File: src/hw/rtl/minimal_mask_set_table_macros.svh
// ---------------------------------------------------------------------------
// Minimal mask set table assertion macros
// Shared concurrent assertion forms for the mask table RTL.
// ---------------------------------------------------------------------------
`ifndef MINIMAL_MASK_SET_TABLE_MACROS_SVH
`define MINIMAL_MASK_SET_TABLE_MACROS_SVH

// The consequent must hold in the same cycle as the antecedent.
`define MMST_ASSERT_SAME(label, clk, rst, ante, cons) \
   label: assert property (@(posedge clk) disable iff (rst) (ante) |-> (cons)) \
      else $error("mask table assertion failed");

// The consequent must hold in the cycle after the antecedent.
`define MMST_ASSERT_NEXT(label, clk, rst, ante, cons) \
   label: assert property (@(posedge clk) disable iff (rst) (ante) |=> (cons)) \
      else $error("mask table assertion failed");

`endif

File: src/hw/rtl/mmst_pkg.sv
// ---------------------------------------------------------------------------
// Minimal mask set table package
// Sizes, request and response types, codes and controller interface types.
// ---------------------------------------------------------------------------
package mmst_pkg;

   localparam int MAX_ENTRIES = 256;
   localparam int ADDR_W      = $clog2(MAX_ENTRIES);
   localparam int CNT_W       = ADDR_W + 1;
   // Common width for comparing the 8-bit read index with the fill count.
   localparam int IDX_CMP_W   = (CNT_W > 9) ? CNT_W : 9;

   typedef enum logic [1:0] {
      OP_INSERT = 2'd0,
      OP_CLEAR  = 2'd1,
      OP_READ   = 2'd2
   } op_type;

   typedef enum logic [2:0] {
      RS_INSERTED = 3'd0,
      RS_COVERED  = 3'd1,
      RS_GATED    = 3'd2,
      RS_FULL     = 3'd3,
      RS_CLEARED  = 3'd4,
      RS_READ_OK  = 3'd5,
      RS_READ_OOR = 3'd6
   } status_type;

   typedef enum logic [1:0] {
      ST_IDLE,
      ST_SCAN,
      ST_FINISH
   } state_type;

   typedef struct packed {
      logic [1:0]  req_type;
      logic [63:0] trade_mask;
      logic [6:0]  cell_count;
      logic [7:0]  read_index;
   } req_payload_type;

   typedef struct packed {
      logic [2:0]  status;
      logic [63:0] entry_mask;
      logic        entry_active;
      logic [6:0]  entry_cells;
      logic [8:0]  entries_used;
   } rsp_payload_type;

   typedef struct packed {
      logic [63:0] mask;
      logic        active;
      logic [6:0]  cells;
   } entry_type;

   localparam int ENTRY_W = $bits(entry_type);

   typedef struct packed {
      logic       capture;
      logic       scan_start;
      logic       scan_run;
      logic       rd_request;
      logic       append;
      logic       clear;
      logic       load_rsp;
      status_type status;
   } cmd_type;

   typedef struct packed {
      logic [1:0] op;
      logic       gated;
      logic       read_ok;
      logic       scan_hit;
      logic       scan_done;
      logic       table_full;
   } stat_type;

endpackage

File: src/hw/rtl/mmst_ctrl.sv
// ---------------------------------------------------------------------------
// Mask table controller
// Sequences insert scans, clears and reads, and owns the response valid.
// ---------------------------------------------------------------------------
module mmst_ctrl (
   input  logic               clock,
   input  logic               reset,
   input  logic               req_valid,
   output logic               req_ready,
   output logic               rsp_valid,
   input  logic               rsp_ready,
   input  mmst_pkg::stat_type stat,
   output mmst_pkg::cmd_type  cmd
);
   import mmst_pkg::*;

   state_type  state_ff, state_in;
   status_type code_ff, code_in;
   logic       rsp_valid_ff, rsp_valid_in;
   logic       accept;
   logic       slot_free;

   assign req_ready = (state_ff == ST_IDLE);
   assign accept    = req_valid && req_ready;
   assign slot_free = !rsp_valid_ff || rsp_ready;

   always_comb begin
      state_in = state_ff;
      code_in  = code_ff;
      case (state_ff)
         ST_IDLE: begin
            if (accept) begin
               state_in = ST_FINISH;
               case (op_type'(stat.op))
                  OP_INSERT: begin
                     if (stat.gated) begin
                        code_in = RS_GATED;
                     end else begin
                        state_in = ST_SCAN;
                     end
                  end
                  OP_CLEAR: code_in = RS_CLEARED;
                  OP_READ:  code_in = stat.read_ok ? RS_READ_OK : RS_READ_OOR;
                  default:  code_in = RS_GATED;
               endcase
            end
         end
         ST_SCAN: begin
            if (stat.scan_hit) begin
               code_in  = RS_COVERED;
               state_in = ST_FINISH;
            end else if (stat.scan_done) begin
               code_in  = stat.table_full ? RS_FULL : RS_INSERTED;
               state_in = ST_FINISH;
            end
         end
         ST_FINISH: begin
            if (slot_free) begin
               state_in = ST_IDLE;
            end
         end
         default: state_in = ST_IDLE;
      endcase
   end

   always_comb begin
      rsp_valid_in = rsp_valid_ff && !rsp_ready;
      if (state_ff == ST_FINISH && slot_free) begin
         rsp_valid_in = 1'b1;
      end
   end

   always_comb begin
      cmd        = '0;
      cmd.status = code_ff;
      case (state_ff)
         ST_IDLE: begin
            cmd.capture    = accept;
            cmd.scan_start = accept;
            cmd.rd_request = accept && (op_type'(stat.op) == OP_READ) && stat.read_ok;
         end
         ST_SCAN: begin
            cmd.scan_run = 1'b1;
         end
         ST_FINISH: begin
            cmd.load_rsp = slot_free;
            cmd.append   = slot_free && (code_ff == RS_INSERTED);
            cmd.clear    = slot_free && (code_ff == RS_CLEARED);
         end
         default: cmd = '0;
      endcase
   end

   always_ff @(posedge clock) begin
      if (reset) begin
         state_ff     <= ST_IDLE;
         code_ff      <= RS_GATED;
         rsp_valid_ff <= 1'b0;
      end else begin
         state_ff     <= state_in;
         code_ff      <= code_in;
         rsp_valid_ff <= rsp_valid_in;
      end
   end

   assign rsp_valid = rsp_valid_ff;

endmodule

File: config.mk
export PLATFORM = sky130hd
export DESIGN_NAME = mmst_ctrl
export DESIGN_NICKNAME = d
export VERILOG_FILES = /design/src/hw/rtl/minimal_mask_set_table_macros.svh /design/src/hw/rtl/mmst_pkg.sv /design/src/hw/rtl/mmst_ctrl.sv
export SDC_FILE = /design/constraint.sdc
export NUM_CORES = 1
export LEC_CHECK = 0
export BUFFER_PORTS_ARGS = -buffer_cell sky130_fd_sc_hd__buf_2
export CAP_MARGIN = 40
export CORE_AREA = 5 5 42 44
export CTS_BUF_LIST = sky130_fd_sc_hd__clkbuf_4 sky130_fd_sc_hd__clkbuf_8
export DETAILED_ROUTE_END_ITERATION = 12
export DIE_AREA = 0 0 47 49
export PLACE_DENSITY_LB_ADDON = 0.3
export SLEW_MARGIN = 25
export SYNTH_ARGS = -nofsm -noshare
export SYNTH_HDL_FRONTEND = slang
export SYNTH_SLANG_ARGS = --single-unit
File: constraint.sdc
create_clock -name clock -period 1.6 [get_ports clock]
set_clock_uncertainty 0.05 [all_clocks]
set_input_delay 0.08 -clock clock [delete_from_list [all_inputs] [get_ports clock]]
set_output_delay 0.08 -clock clock [all_outputs]
set_load 0.02 [all_outputs]
After elaboration in Yosys (flattened, before gate mapping):

Index checks and enable logic that the tools add are counted.

* eq/ne operators: 9
* multiplexer cells: 21
* reductions and logical operators: 17

Operators with widths (count)
* 2-to-1 mux 2 bit: 9
* 2-to-1 mux 3 bit: 6
* one-hot mux 3 bit (3 select lines): 1
* logical AND 1 bit: 7
* != test 3 bit, second input constant: 2
* one-hot mux 2 bit (3 select lines): 1
* one-hot mux 3 bit (2 select lines): 1
* == test 2 x 1 -> 1 bit, second input constant: 2
* == test 2 bit, second input constant: 2
* zero test 2 bit: 2
* AND reduction 4 bit: 1
* == test 3 bit, second input constant: 1
* zero test 3 bit: 1
* 2-to-1 mux 1 bit: 3
* AND reduction 3 bit: 1
* OR reduction 3 bit: 1
* zero test 1 bit: 2
* != test 2 x 1 -> 1 bit, second input constant: 1
* != test 2 bit, second input constant: 1
* nonzero test 2 bit: 1
* logical OR 1 bit: 1

* bits in registers: 6
* logic and storage cells: 50

Longest topological paths before layout:

* depth after elaboration: 5
* depth in mapped cells: 6
* mapped depth without buffers: 6

Least setup slack after synthesis:

Ideal clock, no wire load.

* kind: reg-to-output
* start: reg state_ff[0]
* end: out cmd[4] in the netlist's numbering
* data arrival time: 1489 ps
* setup slack: -19 ps
* cell stages (with the launch flop): 5
* buffers on the path: 1
* cell sequence: dfxtp_1 buf_6 nand2b_1 nand2b_1 nor4b_1

RTL lines
* start: declaration: line mmst_ctrl.sv:17 `state_type state_ff, state_in;`
* start signal: assignment: line mmst_ctrl.sv:100 `state_ff <= state_in;`
* end: declaration: line mmst_ctrl.sv:13 `output mmst_pkg::cmd_type cmd`

==> flow_summary.ini <==
[floorplanning]
die_w_um = 47
die_h_um = 49
die_area_mm2 = 0.00230
io_pins = 23
start_util = 0.321
core-area_mm2 = 0.00140
rows = 14

[logic_synthesis]
synth_top_area_share = 0.267
synthArstFlopShare = 0
synth-compound-area-share = 0.219
synth_area_um2 = 450
synth_enable_flop_cells = 0
muxShareOfSynthArea = 0.0222
ys_ff_latch = 6
yosys-top-cells-count = dfxtp_1 (6), inv_1 (5), nor2_1 (5)
netlist.top_cell.by_area = dfxtp_1
synth_seq_area_share = 0.267
synthCells = 57
synth_most_common_cell = dfxtp_1
ys_warn_count = 0
yosys-top-cells-area = dfxtp_1 (27%), ha_1 (8.3%), and2_1 (5.6%), a21oi_1 (4.4%), o21ai_0 (4.4%)
synthAdderAreaFrac = 0.0833
synth_simple_gate_area_share = 0.314
synth_fp_nets = 71
avgSynthCellArea_um2 = 7.90
synth_xor_area_frac = 0
synth_top_family_by_area = simple AND/OR/NAND/NOR gates
netlist-cell-type-count = 28
synthFlopType = dfxtp_1

[sta]
setup_slack_ns = 0.120
final_max_slew_viol_count = 0
relSlewSlack = 0.796
rsz0062_at_grt = false
fmax_ghz = 0.676
setup_viol = 0
hold_viol_final = 0
fin_crit_sh = 0.925
setup-tns-final_ns = 0
worstMarginPinSlew_ns = 0.306
fin_crit_ns = 1.48

[global_routing]
grt_pass1_wl_mm = 1.60
grt_max_degree = 11
grt.total_usage = 0.0951
gr-total-overflow = 0
grt_antenna_before_repair = 0
grt_pass1_vias = 395

[min_path]
min_path_type = input pin to flip-flop

[final_layout]
stdcell_count = 95
fillers = 156
area_growth_pct = 32.8
layout.nets = 95
drive_gt1_frac = 0.405
regArea_um2 = 123
n_antenna_cell = 0
final_area_um2 = 598
multi_input_area_um2 = 302

[placement]
portBuffers = 22
placed_area_um2 = 563
dp_slack_ns = 0.199
gp_routability_congestion = 0.664
dp_cells = 92
dpl.hpwl_um = 808

[drt]
drt_pass1_iterations = 4
drt-vias-per-instance = 4.82
final_antenna_net_count = 0
num_vias = 458
wl_per_cell_um = 10.8
wl_mm = 1.03
drc_errors = 0
drtIter0Drc = 9

[setup_path]
cpPeakStageDelay_ns = 0.36
cpLargestDelayFamily = simple AND/OR/NAND/NOR gates
path_max_fanout = 10
slowest_stage = dfxtp_2
crit_path_cell_trace = nand2b_1 -> nand2b_4 -> nor4b_2 -> buf_4
required_ns = 1.47
crit_type = flip-flop to output port
cp.arrival_ns = 1.35
startpoint_type = flip-flop
crit_buf_inv = 1
cp-end-kind = output port

[cts]
cts_buffers = 3
cts.path.max_buffers = 2
clk_latency_ns = 0.24
path_clk_slew_ns = 0.04
cts_tree = built
hold_buffers = 0
post_cts_buffers = 0
cts.sinks = 6
htreeDepth = 1
cts-root-buf = clkbuf_4

[power_and_ir_drop]
p_leak_nw = 0.304
irDropWorstVdd_mv = 0.218
power.density_mw_per_mm2 = 688

[flow_run]
drv_cap = 0

[status]
outcome = finished, final reports clean
==> cell type report <==
cell class | count | area share
Multi-Input combinational cell | 43 | 0.504
Clock buffer | 3 | 0.0377
Timing Repair Buffer | 22 | 0.188
Tap cell | 16 | 0.0335
Inverter | 5 | 0.0314
Sequential cell | 6 | 0.205
==> sequential cells by signal, indices dropped and copies added (netlist names) <==
register,cells
code_ff,3
rsp_valid,1
state_ff,2
==> cell families after synthesis <==
kind of cell | Yosys count
compound gates | 15
fa+ha+maj | 3
buf+inv | 8
flops | 6
mux | 1
simple gates | 24
==> worst paths after layout <==
path	slack, ns	endpoint	start	depth (start not counted)
worst max-delay path	0.12	cmd[4]	state_ff[0]	4
worst min-delay path	0.03	code_ff[0]	reset	2
worst max register to register	0.28	code_ff[0]	state_ff[0]	4
worst min register to register	0.46	code_ff[2]	code_ff[2]	2
==> power breakdown <==
group          internal, mW  total [mW]  switching, mW  leakage (nW)
clock                0.0847       0.137         0.0522        0.0138
combinational        0.0446       0.104         0.0598         0.241
sequential            0.159       0.170         0.0111        0.0499
==> cells in the final DEF (no fill, tap or decap) <==
master / Yosys / layout
and2_1: 4 / 4
a2111o_1: 1 / 1
a21oi_1: 4 / 4
a311oi_1: 1 / 1
mux2i_1: 1 / 1
nor2b_4: 1 / 1
and3_1: 1 / 1
nand3_1: 1 / 1
inv_1: 5 / 5
dfxtp_1: 6 / 4
dfxtp_2: 0 / 2
nor2b_1: 1 / 1
nand2b_4: 0 / 1
buf_4: 1 / 1
a211oi_1: 1 / 1
o21ai_0: 4 / 4
nor3b_1: 1 / 1
nor2_1: 5 / 5
a21oi_2: 2 / 2
nor4_1: 1 / 1
a31oi_1: 1 / 1
and3b_1: 1 / 1
nand2_1: 3 / 3
a21o_1: 1 / 1
nand2b_1: 3 / 2
ha_1: 3 / 3
clkbuf_4: 0 / 3
buf_2: 1 / 21
nor4b_2: 0 / 1
nor3_1: 1 / 1
==> per-stage QoR <==
| step | hold WS (ns) | util | total power, mW |
|---|---|---|---|
| 2_1_floorplan | 0.0924 | - | 0.239 |
| 3_3_place_gp | 0.282 | 0.402 | 0.274 |
| 3_5_place_dp | 0.288 | 0.402 | 0.275 |
| 4_1_cts | 0.0274 | 0.419 | 0.415 |
| 5_1_grt | 0.0372 | 0.427 | 0.433 |
| 6_report | 0.0295 | 0.427 | 0.411 |
==> layer usage <==
| metal | share of wire | track usage | vias up | routed length [um] |
|---|---|---|---|---|
| li1 | - | - | 246 | - |
| met3 | 0.098 | 0.0111 | 3 | 101 |
| met5 | 0 | 0 | - | 0 |
| met2 | 0.42 | 0.124 | 22 | 435 |
| met1 | 0.45 | 0.123 | 187 | 460 |
| met4 | 0.028 | 0.0968 | 0 | 29 |
==> timing repair <==
| item | 4_1_cts | 5_1_grt |
|---|---|---|
| pin swaps | 0 | 1 |
| setup endpoints to repair | 2 | 2 |
| gates resized for setup | 1 | 3 |
| endpoints found under the hold margin | 0 | 0 |
==> worst register-to-register path: stages (launching register included) <==
cell and delay [ns]:
dfxtp_2 0.41, nor2b_4 0.22, a21oi_2 0.04, a2111o_1 0.41, a21oi_2 0.13
(Power assumes the default switching activity.)
